$ cat src/rtl/core/assert_macros.svh
// Assertion helpers shared by the RTL modules.
// Each macro expects clk_i and rst_ni to exist in the enclosing module.
`ifndef ASSERT_MACROS_SVH
`define ASSERT_MACROS_SVH

// Checked at every rising clock edge outside reset.
`define ASSERT_CHK(lbl, prop, msg) \
  lbl: assert property (@(posedge clk_i) disable iff (!rst_ni) prop) \
    else $error(msg);

// Same check on a plain condition.
`define ASSERT_NOW(lbl, cond, msg) \
  `ASSERT_CHK(lbl, (cond), msg)

`endif

$ cat src/rtl/core/aalwf_pkg.sv
package aalwf_pkg;

  localparam int AddrW         = 48;
  localparam int ReqW          = 3;
  localparam int CountOutW     = 4;
  localparam int DefMaxEntries = 8;

  typedef enum logic [ReqW-1:0] {
    REQ_ADD     = 3'd0,
    REQ_REMOVE  = 3'd1,
    REQ_CLEAR   = 3'd2,
    REQ_CONNECT = 3'd3,
    REQ_POLL    = 3'd4
  } req_e;

  typedef enum logic [1:0] {
    ST_OK      = 2'd0,
    ST_REFUSED = 2'd1,
    ST_FULL    = 2'd2
  } status_e;

  typedef struct packed {
    logic                 wake_flag;
    logic [CountOutW-1:0] entry_count;
    logic [AddrW-1:0]     wake_address;
    logic                 wake_now;
    status_e              status;
  } res_t;

endpackage

$ cat src/rtl/core/address_allow_list_wake_filter_unit.sv
// Address allow list with a one-shot wake flag.
// The slave stream carries one request word per handshake: tuser holds the
// request kind (add, remove, clear, connection attempt, poll, other) and tdata
// holds the 48-bit peer address. Every request word yields exactly one result
// word on the master stream with status, wake report, entry count and flag.
// A request is handled by a sequencer that walks the stored list through one
// registered-read table port and one address comparator, one entry per cycle.
// Add, remove and connection walk the list of N entries; a hit ends the walk
// of an add or connection early, while a remove walks on to the end because
// closing the gap continues the walk past the match. Clear, poll and other
// requests skip the walk. The result word enters the output register on the
// same edge at which the sequencer turns ready for the next request.
// Reset empties the list and clears the wake flag; the table needs no clearing
// pass since only entries below the count are ever used.
// When the receiver stalls, the result word holds in the output register and
// one more finished result may wait in the sequencer; further requests are
// then held off by s_axis_tready.
module address_allow_list_wake_filter_unit #(
  parameter int MaxEntries = aalwf_pkg::DefMaxEntries
) (
  input  logic        clk_i,
  input  logic        rst_ni,
  input  logic        s_axis_tvalid,
  output logic        s_axis_tready,
  // tdata: peer_address[47:0]
  input  logic [47:0] s_axis_tdata,
  // tuser: req_type[2:0]
  input  logic [2:0]  s_axis_tuser,
  output logic        m_axis_tvalid,
  input  logic        m_axis_tready,
  // tdata: status[1:0], wake_now[2], wake_address[50:3], entry_count[54:51],
  // wake_flag[55]
  output logic [55:0] m_axis_tdata
);
  import aalwf_pkg::*;

  localparam int IdxW = (MaxEntries > 1) ? $clog2(MaxEntries) : 1;

  res_t             res;
  logic             res_valid;
  logic             res_ready;
  logic             ram_we;
  logic [IdxW-1:0]  ram_waddr;
  logic [AddrW-1:0] ram_wdata;
  logic [IdxW-1:0]  ram_raddr;
  logic [AddrW-1:0] ram_rdata;
  res_t             out_q;
  logic             out_valid_q;

  aalwf_ram #(
    .Width (AddrW),
    .Depth (MaxEntries)
  ) u_table (
    .clk_i   (clk_i),
    .we_i    (ram_we),
    .waddr_i (ram_waddr),
    .wdata_i (ram_wdata),
    .raddr_i (ram_raddr),
    .rdata_o (ram_rdata)
  );

  aalwf_ctrl #(
    .MaxEntries (MaxEntries)
  ) u_ctrl (
    .clk_i       (clk_i),
    .rst_ni      (rst_ni),
    .in_valid_i  (s_axis_tvalid),
    .in_ready_o  (s_axis_tready),
    .in_req_i    (s_axis_tuser),
    .in_addr_i   (s_axis_tdata),
    .res_valid_o (res_valid),
    .res_ready_i (res_ready),
    .res_o       (res),
    .ram_we_o    (ram_we),
    .ram_waddr_o (ram_waddr),
    .ram_wdata_o (ram_wdata),
    .ram_raddr_o (ram_raddr),
    .ram_rdata_i (ram_rdata)
  );

  assign res_ready = !out_valid_q || m_axis_tready;

  always_ff @(posedge clk_i or negedge rst_ni) begin
    if (!rst_ni) begin
      out_valid_q <= 1'b0;
      out_q       <= '0;
    end else if (res_valid && res_ready) begin
      out_valid_q <= 1'b1;
      out_q       <= res;
    end else if (m_axis_tready) begin
      out_valid_q <= 1'b0;
    end
  end

  assign m_axis_tvalid = out_valid_q;
  assign m_axis_tdata  = {out_q.wake_flag, out_q.entry_count, out_q.wake_address,
                          out_q.wake_now, out_q.status};

endmodule

$ cat src/rtl/core/aalwf_ram.sv
module aalwf_ram #(
  parameter int Width = 48,
  parameter int Depth = 8,
  parameter int AddrW = (Depth > 1) ? $clog2(Depth) : 1
) (
  input  logic             clk_i,
  input  logic             we_i,
  input  logic [AddrW-1:0] waddr_i,
  input  logic [Width-1:0] wdata_i,
  input  logic [AddrW-1:0] raddr_i,
  output logic [Width-1:0] rdata_o
);

  logic [Width-1:0] mem [Depth];

  always_ff @(posedge clk_i) begin
    if (we_i) begin
      mem[waddr_i] <= wdata_i;
    end
    rdata_o <= mem[raddr_i];
  end

endmodule

$ cat src/rtl/core/aalwf_ctrl.sv
module aalwf_ctrl #(
  parameter int MaxEntries = aalwf_pkg::DefMaxEntries,
  parameter int IdxW       = (MaxEntries > 1) ? $clog2(MaxEntries) : 1
) (
  input  logic                        clk_i,
  input  logic                        rst_ni,
  input  logic                        in_valid_i,
  output logic                        in_ready_o,
  input  logic [aalwf_pkg::ReqW-1:0]  in_req_i,
  input  logic [aalwf_pkg::AddrW-1:0] in_addr_i,
  output logic                        res_valid_o,
  input  logic                        res_ready_i,
  output aalwf_pkg::res_t             res_o,
  output logic                        ram_we_o,
  output logic [IdxW-1:0]             ram_waddr_o,
  output logic [aalwf_pkg::AddrW-1:0] ram_wdata_o,
  output logic [IdxW-1:0]             ram_raddr_o,
  input  logic [aalwf_pkg::AddrW-1:0] ram_rdata_i
);
  import aalwf_pkg::*;
  `include "assert_macros.svh"

  localparam int CntW = $clog2(MaxEntries + 1);

  typedef enum logic [2:0] {
    S_IDLE,
    S_SCAN,
    S_SHIFT,
    S_EXEC,
    S_DONE
  } state_e;

  state_e           state_q;
  req_e             req_q;
  logic [AddrW-1:0] key_q;
  logic [IdxW-1:0]  idx_q;
  logic [CntW-1:0]  count_q;
  logic             pending_q;
  logic             found_q;
  status_e          status_q;
  logic             wake_now_q;
  logic [AddrW-1:0] wake_addr_q;

  logic [CntW-1:0]  idx_inc;
  logic             hit;
  logic             needs_scan;

  assign idx_inc    = CntW'(idx_q) + CntW'(1);
  assign hit        = (ram_rdata_i == key_q);
  assign needs_scan = ((in_req_i == REQ_ADD) || (in_req_i == REQ_REMOVE) ||
                       (in_req_i == REQ_CONNECT)) && (count_q != '0);

  assign in_ready_o  = (state_q == S_IDLE);
  assign res_valid_o = (state_q == S_DONE);

  always_comb begin
    res_o              = '0;
    res_o.status       = status_q;
    res_o.wake_now     = wake_now_q;
    res_o.wake_address = wake_addr_q;
    res_o.entry_count  = CountOutW'(count_q);
    res_o.wake_flag    = pending_q;
  end

  // The read port runs one entry ahead of the entry being compared or moved.
  always_comb begin
    ram_raddr_o = '0;
    if (state_q != S_IDLE) begin
      ram_raddr_o = idx_q + IdxW'(1) + IdxW'(state_q == S_SHIFT);
    end
  end

  always_comb begin
    ram_we_o    = 1'b0;
    ram_waddr_o = idx_q;
    ram_wdata_o = ram_rdata_i;
    if (state_q == S_SHIFT) begin
      ram_we_o = (idx_inc < count_q);
    end else if (state_q == S_EXEC && req_q == REQ_ADD) begin
      ram_we_o    = !found_q && (count_q < CntW'(MaxEntries));
      ram_waddr_o = IdxW'(count_q);
      ram_wdata_o = key_q;
    end
  end

  always_ff @(posedge clk_i or negedge rst_ni) begin
    if (!rst_ni) begin
      state_q     <= S_IDLE;
      req_q       <= REQ_ADD;
      key_q       <= '0;
      idx_q       <= '0;
      count_q     <= '0;
      pending_q   <= 1'b0;
      found_q     <= 1'b0;
      status_q    <= ST_OK;
      wake_now_q  <= 1'b0;
      wake_addr_q <= '0;
    end else begin
      unique case (state_q)
        S_IDLE: begin
          if (in_valid_i) begin
            req_q   <= req_e'(in_req_i);
            key_q   <= in_addr_i;
            idx_q   <= '0;
            found_q <= 1'b0;
            state_q <= needs_scan ? S_SCAN : S_EXEC;
          end
        end
        S_SCAN: begin
          if (hit) begin
            found_q <= 1'b1;
            state_q <= (req_q == REQ_REMOVE) ? S_SHIFT : S_EXEC;
          end else if (idx_inc >= count_q) begin
            state_q <= S_EXEC;
          end else begin
            idx_q <= idx_q + IdxW'(1);
          end
        end
        S_SHIFT: begin
          if (idx_inc < count_q) begin
            idx_q <= idx_q + IdxW'(1);
          end else begin
            count_q     <= count_q - CntW'(1);
            status_q    <= ST_OK;
            wake_now_q  <= 1'b0;
            wake_addr_q <= '0;
            state_q     <= S_DONE;
          end
        end
        S_EXEC: begin
          status_q    <= ST_REFUSED;
          wake_now_q  <= 1'b0;
          wake_addr_q <= '0;
          state_q     <= S_DONE;
          unique case (req_q)
            REQ_ADD: begin
              if (found_q) begin
                status_q <= ST_REFUSED;
              end else if (count_q >= CntW'(MaxEntries)) begin
                status_q <= ST_FULL;
              end else begin
                count_q  <= count_q + CntW'(1);
                status_q <= ST_OK;
              end
            end
            REQ_CLEAR: begin
              count_q  <= '0;
              status_q <= ST_OK;
            end
            REQ_CONNECT: begin
              if (found_q) begin
                pending_q   <= 1'b1;
                wake_now_q  <= 1'b1;
                wake_addr_q <= key_q;
                status_q    <= ST_OK;
              end
            end
            REQ_POLL: begin
              if (pending_q) begin
                pending_q <= 1'b0;
                status_q  <= ST_OK;
              end
            end
            default: begin
              status_q <= ST_REFUSED;
            end
          endcase
        end
        S_DONE: begin
          if (res_ready_i) begin
            state_q <= S_IDLE;
          end
        end
        default: begin
          state_q <= S_IDLE;
        end
      endcase
    end
  end

  `ASSERT_NOW(a_count_in_range, count_q <= CntW'(MaxEntries), "entry count above capacity")
  `ASSERT_NOW(a_write_in_list, (!ram_we_o || (CntW'(ram_waddr_o) <= count_q)), "table write past list end")
  `ASSERT_CHK(a_wake_reports_ok, ((res_valid_o && res_o.wake_now) |-> (res_o.status == ST_OK && res_o.wake_flag)), "wake without ok status or set flag")
  `ASSERT_CHK(a_busy_after_accept, ((in_valid_i && in_ready_o) |=> !in_ready_o), "ready right after accept")

endmodule

$ cat config.mk
export PLATFORM = sky130hd
export DESIGN_NAME = address_allow_list_wake_filter_unit
export DESIGN_NICKNAME = d
export VERILOG_FILES = /design/src/rtl/core/aalwf_pkg.sv /design/src/rtl/core/address_allow_list_wake_filter_unit.sv /design/src/rtl/core/aalwf_ram.sv /design/src/rtl/core/aalwf_ctrl.sv
export VERILOG_INCLUDE_DIRS = /design/src /design/src/rtl/core
export SDC_FILE = /design/constraint.sdc
export NUM_CORES = 1
export LEC_CHECK = 0
export BUFFER_PORTS_ARGS = -buffer_cell sky130_fd_sc_hd__buf_2
export CAP_MARGIN = 10
export CORE_MARGIN = 4
export CORE_UTILIZATION = 49
export CTS_CLUSTER_DIAMETER = 150
export DETAILED_ROUTE_END_ITERATION = 10
export GPL_TIMING_DRIVEN = 0
export PLACE_DENSITY_LB_ADDON = 0.1
export SYNTH_ARGS = -nofsm -noshare
export SYNTH_HDL_FRONTEND = slang
export SYNTH_SLANG_ARGS = --single-unit
$ cat constraint.sdc
create_clock -name clk_i -period 4.1 [get_ports clk_i]
set_input_delay 0.205 -clock clk_i [delete_from_list [all_inputs] [get_ports clk_i]]
set_output_delay 0.205 -clock clk_i [all_outputs]
set_load 0.02 [all_outputs]
==> metrics <==
top_reg_cell synth=edfxtp_1; post-synth top area cell=edfxtp_1; Final Routed Wirelength=65.5 mm; ys async rst share=28.4%; CTS Sinks=603; Avg Inst Size Synth=14.2 um2; Hold WC Path Type=primary input to asynchronous set/reset pin; switching share of power=40.3%; post-CTS sizing=0; Crit Path Class=flop to flop; syn_nets=1775; postcts setup bufs=0; dpl hpwl=43.7 mm; crit path max fanout=23; Clk pwr share=21.4%; Yosys warning total=0; FF+latch count, synth=603; final RePlAce weighted congestion=0.815; post-synth top area share=47.5%; CP endpoint kind=flop; IO Count=113; Clock Skew=21.0 ps; RSZ-0062 raised after global routing=no; Worst EP required=4410 ps; vias in the first global route=15538; Leak Pwr=0.0107 uW; initial drt markers=1503; I/O Buffers=112; global-route wire length before repair=99.0 mm; FMAX=0.261 GHz; Worst Setup Start Kind=flop; CTS tree=built; drt drc=0; H-tree depth=2; Clock Pin Slew Worst Setup and Hold Paths=70 ps; initial antenna violation count=1; DIE AREA=53100 um2; final setup TNS=0 ps; ant diodes=0; Final Hold Vio Count=0; GRT overflow=0; Seq/Total Area, Yosys=69.1%; maximum number of pins on one net before global-route repair=114; max-slew violations=0; Synth Cell Area=24300 um2; Rows=81; DRT Pass-1 Iters=5; Worst EP arrival=4140 ps; GRT Total Usage=24.6%; most numerous cell in the Yosys netlist=edfxtp_1; Starting Density=49.6%; Finished Layout Cells=2668; Synth area leaders=edfxtp_1, dfrtp_1, mux2_2, dfxtp_1, o22a_1; Seq pwr share=36.2%; DR WL/cell=24.5 um; share of cells above drive strength 1=21.8%; setup violators final=0; max-cap viol count=0; VDD IR max=0.420 mV; clock latency on the worst-skew pair=620 ps; Final Cycle Share=93.4%; Internal Power=15100 uW; Synth cell types=52; total CTS buffers=60; headroom to the max-slew limit=32.7%; Tmin final=3830 ps; Die Width=231 um; Layout Nets=2020; Fillers=3839; routed vias/inst=5.79; Post-DRT Antenna Nets=0; Post-Syn Instances=1711; root buffer cell=clkbuf_16; core footprint=49000 um2; Least-Margin Pin Slew=1000 ps; Power Dens Cells=883 nW/um2; Clock Path Buffers=3; DR vias=15459; commonest cells in the netlist=edfxtp_1, nand2_1, dfrtp_1; status=finished, final reports clean; Post-Place Setup Slack=297 ps; Comb pwr share=42.4%; Die H=231 um; P_sw=10200 uW; EDFF count, synth=384; final worst slack=270 ps; Placed Cells=2504; Layout area overhead=18.0%
==> final timing paths <==
path	startpoint	endpoint	slack, ps	depth (start not counted)
worst max-delay path	u_ctrl.idx_q[1]	u_table.mem[5][25]	270	11
worst min-delay path	rst_ni	u_ctrl.wake_addr_q[8]	130	2
worst max register to register	u_ctrl.idx_q[1]	u_table.mem[5][25]	270	11
worst min register to register	u_ctrl.status_q[0]	u_ctrl.status_q[0]	460	2
max in group asynchronous	rst_ni	m_axis_tdata[41]	3080	3
min in group clk_i	s_axis_tdata[37]	u_ctrl.key_q[37]	360	3
==> sequential cells by signal (all words and copies together) (netlist names) <==
| register | count |
|---|---|
| u_ctrl.count_q | 4 |
| m_axis_tvalid | 1 |
| m_axis_tdata | 56 |
| u_ctrl.pending_q | 1 |
| u_ctrl.wake_addr_q | 48 |
| u_ctrl.req_q | 3 |
| u_ctrl.wake_now_q | 1 |
| u_ctrl.state_q | 3 |
| u_ctrl.found_q | 1 |
| u_ctrl.key_q | 48 |
| u_table.mem | 384 |
| u_table.rdata_o | 48 |
| u_ctrl.idx_q | 3 |
| u_ctrl.status_q | 2 |
==> routing by layer <==
layer	up-vias	GRT usage, %	part of all wire [%]
li1	7025	-	-
met1	7785	35.7	45
met2	559	39.3	46
met3	90	3.96	6.7
met4	0	6.03	2.2
met5	-	0	0
==> metrics by stage <==
stage | area [um2] | utilization, % | hold slack, ps | power, uW
6_report | 28600 | 58.5 | 132 | 25300
3_5_place_dp | 26100 | 53.4 | 166 | 19900
4_1_cts | 28600 | 58.5 | 114 | 25300
2_1_floorplan | 24300 | - | -90.6 | 15800
5_1_grt | 28600 | 58.5 | 162 | 26600
3_3_place_gp | 25700 | 52.4 | 439 | 19500
==> power groups by stage <==
stage,Clock [uW],Combinational [uW],Sequential (uW)
after floorplan,0,6910,8900
after global placement,0,10300,9240
after detailed placement,0,10600,9230
after CTS,5480,10700,9110
after global routing,5760,11600,9240
final,5420,10700,9140
==> layout make-up <==
type	count	area, um2	area share, %
plain buffers	117	629	2.20
clock buffers	92	1780	6.23
clock inverters	18	164	0.573
inverters	10	37.5	0.131
multi-input cells	981	6880	24.0
flip-flops and latches	603	16800	58.6
well taps	664	831	2.90
repair buffers	183	1520	5.31
==> logic make-up after synthesis <==
kind of cell | share of synthesized area [%]
xor+xnor | 1.84
buf+inv | 2.75
compound gates | 11.8
fa+ha+maj | 0.464
mux | 7.18
simple gates | 6.79
flops | 69.1
==> what timing repair did <==
| item | 4_1_cts | 5_1_grt |
|---|---|---|
| hold buffers | 54 | 0 |
| setup endpoints to repair | 0 | 0 |
| endpoints found under the hold margin | 112 | 0 |
==> cells in the final DEF, fill, tap and decap left out, types with 10 or more instances in the layout <==
cell type	synthesis	final
clkbuf_8	0	14
dfrtp_1	171	171
xor2_1	18	18
o22a_1	93	93
o21ai_0	22	22
nand3_1	51	51
nor2_1	73	65
a22o_1	50	50
o221ai_1	49	49
buf_2	25	136
dfxtp_1	48	48
o21ai_1	48	48
dlygate4sd3_1	0	54
buf_6	15	15
o211ai_1	48	48
clkbuf_16	0	61
buf_4	12	12
a31oi_1	51	51
mux2_2	152	152
clkbuf_1	54	71
nand2_1	211	211
buf_1	10	10
edfxtp_1	384	384
xnor2_1	33	33
==> worst max-delay path: stages (launching register included) <==
cell and delay (ps):
dfrtp_1 430, ha_1 250, xor2_1 290, ha_1 300
o21ai_0 150, a21oi_1 110, or4_1 460, o21ai_0 150
a32oi_1 380, nor2_4 530, buf_16 240, buf_12 210
(Power assumes the default switching activity.)
